### src/sap_pkg.sv
// Shared types, constants and the sine point function for the stereo allpass phaser.
`default_nettype none
package sap_pkg;

   // configuration register indexes
   localparam int CSR_ADDR_W = 3;
   localparam int CSR_DATA_W = 24;
   localparam logic [CSR_ADDR_W-1:0] CSR_ENABLE        = 3'd0;
   localparam logic [CSR_ADDR_W-1:0] CSR_PHASE_STEP    = 3'd1;
   localparam logic [CSR_ADDR_W-1:0] CSR_DEPTH_GAIN    = 3'd2;
   localparam logic [CSR_ADDR_W-1:0] CSR_FEEDBACK_GAIN = 3'd3;
   localparam logic [CSR_ADDR_W-1:0] CSR_DRY_GAIN      = 3'd4;
   localparam logic [CSR_ADDR_W-1:0] CSR_WET_GAIN      = 3'd5;

   localparam int PHASE_W = 32;
   localparam int STEP_W  = 24;
   localparam int GAIN_W  = 15;
   localparam int FBG_W   = 16;
   localparam int COEF_W  = 16;
   localparam int OPB_W   = 17;
   localparam int FRAC_SHIFT = 15;

   localparam logic [STEP_W-1:0] PHASE_STEP_RST    = 24'd89478;
   localparam logic [GAIN_W-1:0] DEPTH_GAIN_RST    = 15'd26214;
   localparam logic [FBG_W-1:0]  FEEDBACK_GAIN_RST = 16'd16384;
   localparam logic [GAIN_W-1:0] DRY_GAIN_RST      = 15'd23170;
   localparam logic [GAIN_W-1:0] WET_GAIN_RST      = 15'd23170;

   // 0.8 in Q1.15
   localparam logic signed [OPB_W-1:0] DEPTH_SCALE = 17'sd26214;
   localparam longint unsigned HALF_PI_Q30 = 64'd1686629713;

   typedef logic signed [COEF_W-1:0] coef_type;

   // Sine point k of a table of 2^lg entries, Q1.15, Q30 Taylor series with quadrant symmetry
   function automatic coef_type sine_point(input int unsigned k, input int unsigned lg);
      longint unsigned t;
      longint unsigned u;
      longint unsigned x;
      longint unsigned x2;
      longint unsigned term;
      longint          sum;
      longint          r;
      longint unsigned quad;
      t = longint'(k) << (32 - lg);
      quad = (t >> 30) & 64'd3;
      u = t & 64'h3FFF_FFFF;
      if (quad[0]) begin
         u = 64'h4000_0000 - u;
      end
      x = (u * HALF_PI_Q30) >> 30;
      x2 = (x * x) >> 30;
      term = x;
      sum = longint'(x);
      for (int n = 1; n <= 5; n++) begin
         term = (term * x2) >> 30;
         unique case (n)
            1: term = term / 6;
            2: term = term / 20;
            3: term = term / 42;
            4: term = term / 72;
            default: term = term / 110;
         endcase
         if (n % 2 == 1) begin
            sum = sum - longint'(term);
         end else begin
            sum = sum + longint'(term);
         end
      end
      if (sum < 0) begin
         sum = 0;
      end
      r = (sum + 16384) >>> 15;
      if (r > 32767) begin
         r = 32767;
      end
      if (quad[1]) begin
         r = -r;
      end
      return coef_type'(r);
   endfunction

endpackage
`default_nettype wire

### src/sap_mul.sv
// Shared signed multiplier with registered product.
`default_nettype none
module sap_mul #(
   parameter int AW = 28,
   parameter int BW = 17
) (
   input  wire logic                    clock,
   input  wire logic signed [AW-1:0]    op_a,
   input  wire logic signed [BW-1:0]    op_b,
   output logic signed [AW+BW-1:0]      prod_ff
);
   logic signed [AW+BW-1:0] prod_in;

   assign prod_in = op_a * op_b;

   always_ff @(posedge clock) begin
      prod_ff <= prod_in;
   end
endmodule
`default_nettype wire

### src/sap_clip.sv
// Soft clip y/(1+|y|) by a one-bit-per-cycle reciprocal divider.
`default_nettype none
module sap_clip #(
   parameter int SB = 24
) (
   input  wire logic                 clock,
   input  wire logic                 reset,
   input  wire logic                 start,
   input  wire logic signed [SB+3:0] y,
   output logic                      busy,
   output logic                      done,
   output logic signed [SB-1:0]      clip
);
   localparam int F  = SB - 1;
   localparam int IW = SB + 4;
   localparam int RW = SB + 5;
   localparam int CW = $clog2(F + 1);
   localparam logic [RW-1:0] ONE_R = RW'(1) << F;
   localparam logic [F:0]    ONE_Q = (F+1)'(1) << F;
   localparam logic [CW-1:0] LAST  = CW'(F);

   logic          busy_ff, busy_in;
   logic          done_ff, done_in;
   logic [CW-1:0] cnt_ff, cnt_in;
   logic [RW-1:0] d_ff, d_in;
   logic [RW-1:0] r_ff, r_in;
   logic [F:0]    q_ff, q_in;
   logic          neg_ff, neg_in;
   logic [IW-1:0] mag;
   logic          ge;
   logic [RW-1:0] r_sub;
   logic [F:0]    q_ceil;
   logic [F:0]    m;

   assign mag = y[IW-1] ? IW'(-y) : IW'(y);
   assign ge = r_ff >= d_ff;
   assign r_sub = ge ? r_ff - d_ff : r_ff;

   always_comb begin
      busy_in = busy_ff;
      done_in = 1'b0;
      cnt_in  = cnt_ff;
      d_in    = d_ff;
      r_in    = r_ff;
      q_in    = q_ff;
      neg_in  = neg_ff;
      if (start) begin
         busy_in = 1'b1;
         cnt_in  = '0;
         d_in    = ONE_R + RW'(mag);
         r_in    = ONE_R;
         q_in    = '0;
         neg_in  = y[IW-1];
      end else if (busy_ff) begin
         // one quotient bit, then shift the partial remainder
         q_in   = {q_ff[F-1:0], ge};
         r_in   = {r_sub[RW-2:0], 1'b0};
         cnt_in = cnt_ff + 1'b1;
         if (cnt_ff == LAST) begin
            busy_in = 1'b0;
            done_in = 1'b1;
         end
      end
   end

   always_ff @(posedge clock) begin
      if (reset) begin
         busy_ff <= 1'b0;
         done_ff <= 1'b0;
      end else begin
         busy_ff <= busy_in;
         done_ff <= done_in;
      end
      cnt_ff <= cnt_in;
      d_ff   <= d_in;
      r_ff   <= r_in;
      q_ff   <= q_in;
      neg_ff <= neg_in;
   end

   // round the quotient up, then 1 - q
   assign q_ceil = q_ff + (F+1)'(r_ff != '0);
   assign m      = ONE_Q - q_ceil;
   assign clip   = neg_ff ? -SB'(m) : SB'(m);
   assign busy   = busy_ff;
   assign done   = done_ff;

   assert property (@(posedge clock) disable iff (reset) start |-> !busy_ff)
      else $error("clip divider restarted while busy");
   assert property (@(posedge clock) disable iff (reset) done_ff |-> !busy_ff)
      else $error("clip divider done while still busy");
   assert property (@(posedge clock) disable iff (reset) (busy_ff && !start) |=> q_ff != '0 || !$past(ge) || busy_ff || done_ff)
      else $error("clip divider lost its quotient");
endmodule
`default_nettype wire

### src/stereo_allpass_phaser.sv
// Stereo allpass phaser: sequencer, state and configuration around one shared multiplier.
// With the effect enabled, one stereo pair passes the coefficient products, then for each
// channel the feedback, stage, dry and wet products and the soft clip. With the effect
// disabled it goes straight to output. A finished result waits until rsp_tready takes the last.
// One transaction is in work at a time. The pace comes from two things. The first is the
// single multiplier, which forms every product, eleven per channel at the default stage count
// plus two for the coefficient, with rounding and saturation of the results. The second is the
// soft-clip reciprocal, which gives one quotient bit per cycle. The LFO sine comes from a
// constant table built at elaboration. Configuration writes take effect at once and belong in
// idle periods. The block-end marker rides along unchanged on rsp_tlast.
`default_nettype none
module stereo_allpass_phaser #(
   parameter int STAGE_COUNT      = 4,
   parameter int SAMPLE_BITS      = 24,
   parameter int SINE_TABLE_DEPTH = 256
) (
   input  wire logic                                   clock,
   input  wire logic                                   reset,
   input  wire logic                                   req_tvalid,
   output logic                                        req_tready,
   // left_in, right_in
   input  wire logic [((2*SAMPLE_BITS+7)/8)*8-1:0]     req_tdata,
   input  wire logic                                   req_tlast,
   output logic                                        rsp_tvalid,
   input  wire logic                                   rsp_tready,
   // left_out, right_out
   output logic [((2*SAMPLE_BITS+7)/8)*8-1:0]          rsp_tdata,
   output logic                                        rsp_tlast,
   input  wire logic                                   csr_we,
   input  wire logic [sap_pkg::CSR_ADDR_W-1:0]         csr_addr,
   input  wire logic [sap_pkg::CSR_DATA_W-1:0]         csr_wdata
);
   localparam int SB    = SAMPLE_BITS;
   localparam int IW    = SAMPLE_BITS + 4;
   localparam int BW    = sap_pkg::OPB_W;
   localparam int PW    = IW + BW;
   localparam int W     = PW + 2;
   localparam int TD_W  = ((2*SAMPLE_BITS+7)/8)*8;
   localparam int LG    = $clog2(SINE_TABLE_DEPTH);
   localparam int STG_W = (STAGE_COUNT > 1) ? $clog2(STAGE_COUNT) : 1;
   localparam logic [STG_W-1:0] STG_LAST = STG_W'(STAGE_COUNT - 1);
   localparam logic signed [W-1:0] HALF  = W'(1) <<< (sap_pkg::FRAC_SHIFT - 1);
   localparam logic signed [W-1:0] I_MAX = (W'(1) <<< (IW - 1)) - W'(1);
   localparam logic signed [W-1:0] I_MIN = -I_MAX - W'(1);
   localparam logic signed [W-1:0] S_MAX = (W'(1) <<< (SB - 1)) - W'(1);
   localparam logic signed [W-1:0] S_MIN = -S_MAX - W'(1);

   localparam logic [4:0] S_IDLE = 5'd0;
   localparam logic [4:0] S_C1   = 5'd1;
   localparam logic [4:0] S_C1W  = 5'd2;
   localparam logic [4:0] S_C2   = 5'd3;
   localparam logic [4:0] S_C2W  = 5'd4;
   localparam logic [4:0] S_FB   = 5'd5;
   localparam logic [4:0] S_FBW  = 5'd6;
   localparam logic [4:0] S_AY   = 5'd7;
   localparam logic [4:0] S_AYW  = 5'd8;
   localparam logic [4:0] S_AM   = 5'd9;
   localparam logic [4:0] S_AMW  = 5'd10;
   localparam logic [4:0] S_DRY  = 5'd11;
   localparam logic [4:0] S_DRYW = 5'd12;
   localparam logic [4:0] S_WET  = 5'd13;
   localparam logic [4:0] S_WETW = 5'd14;
   localparam logic [4:0] S_DS   = 5'd15;
   localparam logic [4:0] S_DW   = 5'd16;
   localparam logic [4:0] S_DONE = 5'd17;

   // configuration
   logic                              enable_ff;
   logic [sap_pkg::STEP_W-1:0]        phase_step_ff;
   logic [sap_pkg::GAIN_W-1:0]        depth_gain_ff;
   logic [sap_pkg::FBG_W-1:0]         feedback_gain_ff;
   logic [sap_pkg::GAIN_W-1:0]        dry_gain_ff;
   logic [sap_pkg::GAIN_W-1:0]        wet_gain_ff;

   // block state
   logic [4:0]                        state_ff, state_in;
   logic [sap_pkg::PHASE_W-1:0]       phase_ff;
   logic signed [SB-1:0]              fb_ff  [2];
   logic signed [IW-1:0]              mem_ff [2][STAGE_COUNT];

   // working registers
   logic signed [SB-1:0]              smp_ff [2];
   logic signed [SB-1:0]              out_ff [2];
   logic                              last_ff;
   sap_pkg::coef_type                 c_ff;
   logic signed [IW-1:0]              x_ff;
   logic signed [IW-1:0]              xs_ff;
   logic signed [W-1:0]               acc_ff;
   logic                              ch_ff;
   logic [STG_W-1:0]                  stg_ff;
   logic                              rsp_valid_ff;
   logic [TD_W-1:0]                   rsp_data_ff;
   logic                              rsp_last_ff;

   sap_pkg::coef_type                 sine_rom [SINE_TABLE_DEPTH];
   sap_pkg::coef_type                 sine;
   logic signed [IW-1:0]              op_a;
   logic signed [BW-1:0]              op_b;
   logic signed [PW-1:0]              prod;
   logic signed [W-1:0]               pw;
   logic signed [W-1:0]               p_rnd;
   logic signed [W-1:0]               smp_w;
   logic signed [W-1:0]               mem_w;
   logic signed [IW-1:0]              fb_sum;
   logic signed [IW-1:0]              y_val;
   logic signed [IW-1:0]              m_val;
   logic signed [SB-1:0]              mix;
   logic                              accept;
   logic                              div_start;
   logic                              div_busy;
   logic                              div_done;
   logic signed [SB-1:0]              div_clip;

   function automatic logic signed [IW-1:0] sat_i(input logic signed [W-1:0] v);
      if (v > I_MAX) begin
         return IW'(I_MAX);
      end else if (v < I_MIN) begin
         return IW'(I_MIN);
      end
      return IW'(v);
   endfunction

   function automatic logic signed [SB-1:0] sat_s(input logic signed [W-1:0] v);
      if (v > S_MAX) begin
         return SB'(S_MAX);
      end else if (v < S_MIN) begin
         return SB'(S_MIN);
      end
      return SB'(v);
   endfunction

   function automatic logic signed [W-1:0] rnd15(input logic signed [W-1:0] v);
      return (v + HALF) >>> sap_pkg::FRAC_SHIFT;
   endfunction

   for (genvar g = 0; g < SINE_TABLE_DEPTH; g++) begin : g_sine
      assign sine_rom[g] = sap_pkg::sine_point(g, LG);
   end

   assign sine = sine_rom[phase_ff[sap_pkg::PHASE_W-1 -: LG]];

   // operand selection for the shared multiplier
   always_comb begin
      op_a = '0;
      op_b = '0;
      unique case (state_ff)
         S_C1: begin
            op_a = IW'(sine);
            op_b = BW'(signed'({1'b0, depth_gain_ff}));
         end
         S_C2: begin
            op_a = IW'(c_ff);
            op_b = sap_pkg::DEPTH_SCALE;
         end
         S_FB: begin
            op_a = IW'(fb_ff[ch_ff]);
            op_b = BW'(signed'(feedback_gain_ff));
         end
         S_AY, S_AM, S_WET: begin
            op_a = x_ff;
            op_b = (state_ff == S_WET) ? BW'(signed'({1'b0, wet_gain_ff})) : BW'(c_ff);
         end
         S_DRY: begin
            op_a = IW'(smp_ff[ch_ff]);
            op_b = BW'(signed'({1'b0, dry_gain_ff}));
         end
         default: begin
            op_a = '0;
            op_b = '0;
         end
      endcase
   end

   sap_mul #(.AW(IW), .BW(BW)) u_mul (
      .clock   (clock),
      .op_a    (op_a),
      .op_b    (op_b),
      .prod_ff (prod)
   );

   assign pw     = W'(prod);
   assign p_rnd  = rnd15(pw);
   assign smp_w  = W'(smp_ff[ch_ff]);
   assign mem_w  = W'(mem_ff[ch_ff][stg_ff]);
   assign fb_sum = sat_i(smp_w + p_rnd);
   assign y_val  = sat_i(mem_w - p_rnd);
   assign m_val  = sat_i(W'(xs_ff) + p_rnd);
   assign mix    = sat_s(rnd15(acc_ff + pw));

   assign div_start = state_ff == S_DS;

   sap_clip #(.SB(SB)) u_clip (
      .clock (clock),
      .reset (reset),
      .start (div_start),
      .y     (x_ff),
      .busy  (div_busy),
      .done  (div_done),
      .clip  (div_clip)
   );

   assign req_tready = state_ff == S_IDLE;
   assign accept     = req_tvalid && req_tready;

   always_comb begin
      state_in = state_ff;
      unique case (state_ff)
         S_IDLE: if (accept) begin
            state_in = enable_ff ? S_C1 : S_DONE;
         end
         S_C1:   state_in = S_C1W;
         S_C1W:  state_in = S_C2;
         S_C2:   state_in = S_C2W;
         S_C2W:  state_in = S_FB;
         S_FB:   state_in = S_FBW;
         S_FBW:  state_in = S_AY;
         S_AY:   state_in = S_AYW;
         S_AYW:  state_in = S_AM;
         S_AM:   state_in = S_AMW;
         S_AMW:  state_in = (stg_ff == STG_LAST) ? S_DRY : S_AY;
         S_DRY:  state_in = S_DRYW;
         S_DRYW: state_in = S_WET;
         S_WET:  state_in = S_WETW;
         S_WETW: state_in = S_DS;
         S_DS:   state_in = S_DW;
         S_DW: if (div_done) begin
            state_in = ch_ff ? S_DONE : S_FB;
         end
         S_DONE: if (!rsp_valid_ff || rsp_tready) begin
            state_in = S_IDLE;
         end
         default: state_in = S_IDLE;
      endcase
   end

   always_ff @(posedge clock) begin
      if (reset) begin
         enable_ff        <= 1'b0;
         phase_step_ff    <= sap_pkg::PHASE_STEP_RST;
         depth_gain_ff    <= sap_pkg::DEPTH_GAIN_RST;
         feedback_gain_ff <= sap_pkg::FEEDBACK_GAIN_RST;
         dry_gain_ff      <= sap_pkg::DRY_GAIN_RST;
         wet_gain_ff      <= sap_pkg::WET_GAIN_RST;
      end else if (csr_we) begin
         unique case (csr_addr)
            sap_pkg::CSR_ENABLE:        enable_ff        <= csr_wdata[0];
            sap_pkg::CSR_PHASE_STEP:    phase_step_ff    <= csr_wdata[sap_pkg::STEP_W-1:0];
            sap_pkg::CSR_DEPTH_GAIN:    depth_gain_ff    <= csr_wdata[sap_pkg::GAIN_W-1:0];
            sap_pkg::CSR_FEEDBACK_GAIN: feedback_gain_ff <= csr_wdata[sap_pkg::FBG_W-1:0];
            sap_pkg::CSR_DRY_GAIN:      dry_gain_ff      <= csr_wdata[sap_pkg::GAIN_W-1:0];
            sap_pkg::CSR_WET_GAIN:      wet_gain_ff      <= csr_wdata[sap_pkg::GAIN_W-1:0];
            default: ;
         endcase
      end
   end

   always_ff @(posedge clock) begin
      if (reset) begin
         state_ff     <= S_IDLE;
         phase_ff     <= '0;
         fb_ff[0]     <= '0;
         fb_ff[1]     <= '0;
         for (int k = 0; k < STAGE_COUNT; k++) begin
            mem_ff[0][k] <= '0;
            mem_ff[1][k] <= '0;
         end
         rsp_valid_ff <= 1'b0;
         ch_ff        <= 1'b0;
         stg_ff       <= '0;
      end else begin
         state_ff <= state_in;
         // load a fresh result or drop the one just taken
         if (state_ff == S_DONE && (!rsp_valid_ff || rsp_tready)) begin
            rsp_valid_ff <= 1'b1;
         end else if (rsp_valid_ff && rsp_tready) begin
            rsp_valid_ff <= 1'b0;
         end
         unique case (state_ff)
            S_IDLE: if (accept) begin
               if (enable_ff) begin
                  phase_ff <= phase_ff + sap_pkg::PHASE_W'(phase_step_ff);
               end
               ch_ff <= 1'b0;
            end
            S_FBW:  stg_ff <= '0;
            S_AMW: begin
               mem_ff[ch_ff][stg_ff] <= m_val;
               if (stg_ff != STG_LAST) begin
                  stg_ff <= stg_ff + 1'b1;
               end
            end
            S_DW: if (div_done) begin
               fb_ff[ch_ff] <= div_clip;
               ch_ff        <= 1'b1;
            end
            default: ;
         endcase
      end
   end

   // payload registers
   always_ff @(posedge clock) begin
      unique case (state_ff)
         S_IDLE: if (accept) begin
            smp_ff[0] <= req_tdata[SB-1:0];
            smp_ff[1] <= req_tdata[2*SB-1:SB];
            out_ff[0] <= req_tdata[SB-1:0];
            out_ff[1] <= req_tdata[2*SB-1:SB];
            last_ff   <= req_tlast;
         end
         S_C1W, S_C2W: c_ff <= sap_pkg::COEF_W'(p_rnd);
         S_FBW:  x_ff <= fb_sum;
         S_AYW: begin
            xs_ff <= x_ff;
            x_ff  <= y_val;
         end
         S_DRYW: acc_ff <= pw;
         S_WETW: out_ff[ch_ff] <= mix;
         S_DONE: if (!rsp_valid_ff || rsp_tready) begin
            rsp_data_ff <= TD_W'({out_ff[1], out_ff[0]});
            rsp_last_ff <= last_ff;
         end
         default: ;
      endcase
   end

   assign rsp_tvalid = rsp_valid_ff;
   assign rsp_tdata  = rsp_data_ff;
   assign rsp_tlast  = rsp_last_ff;

   assert property (@(posedge clock) disable iff (reset)
      (accept && !enable_ff) |=> state_ff == S_DONE)
      else $error("bypass transaction did not go straight to output");
   assert property (@(posedge clock) disable iff (reset)
      (state_ff == S_DS) |-> !div_busy)
      else $error("soft clip started while divider busy");
   assert property (@(posedge clock) disable iff (reset)
      (state_ff != S_IDLE && state_ff != S_C1 && state_ff != S_DONE) |-> $stable(phase_ff))
      else $error("LFO phase moved mid transaction");
   assert property (@(posedge clock) disable iff (reset)
      (rsp_valid_ff && !rsp_tready) |=> $stable(rsp_data_ff))
      else $error("result overwritten before it was taken");
endmodule
`default_nettype wire

### config.mk
export PLATFORM = sky130hd
export DESIGN_NAME = stereo_allpass_phaser
export DESIGN_NICKNAME = d
export VERILOG_FILES = /design/src/sap_pkg.sv /design/src/sap_mul.sv /design/src/sap_clip.sv /design/src/stereo_allpass_phaser.sv
export SDC_FILE = /design/constraint.sdc
export NUM_CORES = 2
export LEC_CHECK = 0
export ABC_CLOCK_PERIOD_IN_PS = 12100
export BUFFER_PORTS_ARGS = -buffer_cell sky130_fd_sc_hd__buf_2
export CORE_ASPECT_RATIO = 1.75
export CORE_MARGIN = 1
export CORE_UTILIZATION = 30
export CTS_CLUSTER_SIZE = 40
export DETAILED_ROUTE_END_ITERATION = 6
export PLACE_DENSITY = 0.46
export SLEW_MARGIN = 20
export SYNTH_ARGS = -nofsm -noshare
export SYNTH_HDL_FRONTEND = slang
export SYNTH_SLANG_ARGS = --single-unit
### constraint.sdc
create_clock -name clock -period 12.1 [get_ports clock]
set_clock_uncertainty 0.1 [all_clocks]
set_input_delay 2.42 -clock clock [delete_from_list [all_inputs] [get_ports clock]]
set_output_delay 2.42 -clock clock [all_outputs]
set_load 0.1 [all_outputs]
==> flow_summary.json <==
{
  "max_stage_delay_ps": 650,
  "critical_path_required_ps": 12630,
  "crit_arrival_ps": 11540,
  "synth.net_count": 7822,
  "tightest_slew_ps": 1260,
  "clock-sinks": 797,
  "hp-start": "out_ff[1][3]",
  "crit_buf_inv": 7,
  "synth_top_area_share_pct": 26.4,
  "synth_edf_count": 565,
  "drv_cap": 0,
  "placed_cells": 9689,
  "start_util_pct": 30.2,
  "utilization_pct": 33.7,
  "critPathKind": "reg2reg",
  "synth_area_leaders": "edfxtp_1 (26%), fa_1 (14%), ha_1 (7.6%)",
  "synth-seq-cells": 797,
  "postCtsSetupBuffers": 0,
  "irDropWorstVdd_mv": 0.190,
  "synth_warnings": 0,
  "cts_resized": 0,
  "setup_ws_ps": 1090,
  "yosysSeqAreaShare_pct": 33.6,
  "synthFlopType": "edfxtp_1",
  "reg2reg_slack_ps": 1090,
  "crit_family": "adder cells",
  "period_minus_slack_ps": 11010,
  "start_kind": "flip-flop",
  "vias_per_cell": 5.42,
  "tritoncts": "built",
  "grt_usage_pct": 25.1,
  "antenna_found_initial": 15,
  "p_per_area_nw_per_um2": 124,
  "crit_path_end_kind": "flip-flop",
  "dp_worst_setup_slack_ps": 1360,
  "dp_hpwl_um": 213000,
  "area_growth_syn_to_layout_pct": 11.6,
  "nets": 7887,
  "numCtsBuffers": 84,
  "final_cell_count_no_fill": 9852,
  "final.setup.tns_ps": 0,
  "htree_levels": 3,
  "rsz0062_at_grt": "false",
  "r2r-end": "u_mul.prod_ff[43]",
  "drt_wl_total_um": 276000,
  "syn_area_um2": 64400,
  "drt_iter0_drc": 4177,
  "min_path_cells": 0,
  "syn-instance-count": 6885,
  "crit_top_cell": "fa_1",
  "grt_pass1_vias": 54581,
  "hp-class": "reg2reg",
  "die_w_um": 352,
  "die_h_um": 615,
  "synth_top_cell_by_area": "edfxtp_1",
  "r2r_start": "phase_ff[24]",
  "cp_slowest_cell": "ha_1",
  "power_leakage_nw": 29.6,
  "fmax_ghz": 0.0908,
  "p_total_mw": 8.88,
  "rows": 224,
  "path_max_fanout": 17,
  "cts_buffer_depth": 3,
  "slew_headroom_pct": 16.3,
  "finalSetupViolCount": 0,
  "synth_common_cells": "nand2_1 (877), inv_1 (692), nor2_1 (675)",
  "dr.pass1.iters": 7,
  "yosysUniqueCellTypes": 104,
  "hold_violations": 0,
  "grt_max_degree": 102,
  "drive_above_1_share_pct": 9.87,
  "cts_root_buffer": "clkbuf_16",
  "place.gp.congestion": 1.03,
  "reg2reg_depth": 38,
  "port_buffers": 131,
  "status": "complete, no violations",
  "async_flop_share_pct": 0,
  "path_clk_slew_ps": 70,
  "vias": 53359,
  "period_share_pct": 91.0,
  "maxSlewViolCount": 0,
  "cts_hold_buf": 0,
  "core_area_um2": 213000,
  "wire_per_inst_um": 28.0,
  "dieArea_um2": 217000,
  "syn_area_per_cell_um2": 9.35,
  "nFillCells": 22177,
  "io_pins": 132,
  "holdPathEnd": "rsp_tdata[27]",
  "remaining_drc_errors": 0,
  "antenna_left": 0,
  "grt_overflow": 0,
  "yosysMostFrequentCell": "nand2_1",
  "grt_first_pass_wirelength_um": 393000,
  "worstSkewPairLatency_ps": 750
}
==> worst max path at each step <==
| stage | startpoint | cells past startpoint | slack [ps] | endpoint |
|---|---|---|---|---|
| floorplan | phase_ff[24] | 40 | 2580 | u_mul.prod_ff[43] |
| finish | phase_ff[24] | 38 | 1090 | u_mul.prod_ff[43] |
| CTS | phase_ff[24] | 39 | 1270 | u_mul.prod_ff[44] |
| global placement | phase_ff[24] | 38 | 1040 | u_mul.prod_ff[39] |
| global route | phase_ff[24] | 39 | 570 | u_mul.prod_ff[44] |
| detailed placement | phase_ff[24] | 38 | 1360 | u_mul.prod_ff[43] |
==> flip-flops by register name, summed over array words and instances (netlist names), 5 cells and up, named ones only <==
| signal | count |
|---|---|
| x_ff | 28 |
| c_ff | 16 |
| u_clip.r_ff | 28 |
| acc_ff | 45 |
| u_mul.prod_ff | 45 |
| state_ff | 5 |
| fb_ff | 48 |
| phase_ff | 32 |
| u_clip.d_ff | 29 |
| phase_step_ff | 24 |
| rsp_tdata | 48 |
| xs_ff | 28 |
| depth_gain_ff | 15 |
| mem_ff | 224 |
| dry_gain_ff | 15 |
| feedback_gain_ff | 16 |
| u_clip.q_ff | 24 |
| wet_gain_ff | 15 |
| out_ff | 48 |
| smp_ff | 48 |
| u_clip.cnt_ff | 5 |
==> layout by cell type, fill, tap and decap left out, types with 116 or more instances in the layout <==
| cell type | instances |
|---|---|
| inv_1 | 691 |
| edfxtp_1 | 565 |
| ha_1 | 390 |
| nand2_1 | 875 |
| a21oi_1 | 452 |
| xnor2_1 | 196 |
| a21o_1 | 116 |
| o22ai_1 | 143 |
| dfxtp_1 | 224 |
| buf_4 | 211 |
| nor2_1 | 670 |
| o21ai_0 | 272 |
| buf_2 | 133 |
| fa_1 | 466 |
==> where the power goes <==
group	internal (mW)	switching [mW]
Sequential	3.20	0.166
Combinational	0.792	1.99
Clock	1.43	1.31
Total	5.42	3.46
==> stage by stage <==
step	instance area (µm²)	hold slack, ps
after CTS	71800	303
after detailed placement	69000	305
after global placement	69000	301
after global routing	71800	305
after floorplan	64400	300
final	71900	316
==> logic make-up after synthesis <==
logic type | share of synthesized area [%]
buffers and inverters | 6.39
AO/OA/AOI/OAI | 15.4
flip-flops | 33.6
AND/OR/NAND/NOR | 14.9
XOR/XNOR | 4.00
multiplexers | 3.69
adder cells (fa/ha/maj) | 22.1
other | 0.00582
==> layer usage <==
metal | routed length (µm) | vias to the layer above | global-route usage [%]
li1 | - | 23992 | -
met1 | 97300 | 26772 | 26.8
met2 | 143000 | 1962 | 45.9
met3 | 14300 | 625 | 3.34
met4 | 21100 | 8 | 16.3
met5 | 52 | - | 0
==> area by class of cell <==
class                      count  area [µm²]  area share, %
clock buffer                 101        2190           3.04
tap                         2825        3530           4.92
clock inverter                55         598          0.832
antenna                        7        17.5         0.0244
timing repair buffer         347        2310           3.21
multi-input combinational   5021       38900           54.2
sequential                   797       21600           30.1
inverter                     699        2620           3.65
No activity file was read; power rests on OpenSTA's default activity.
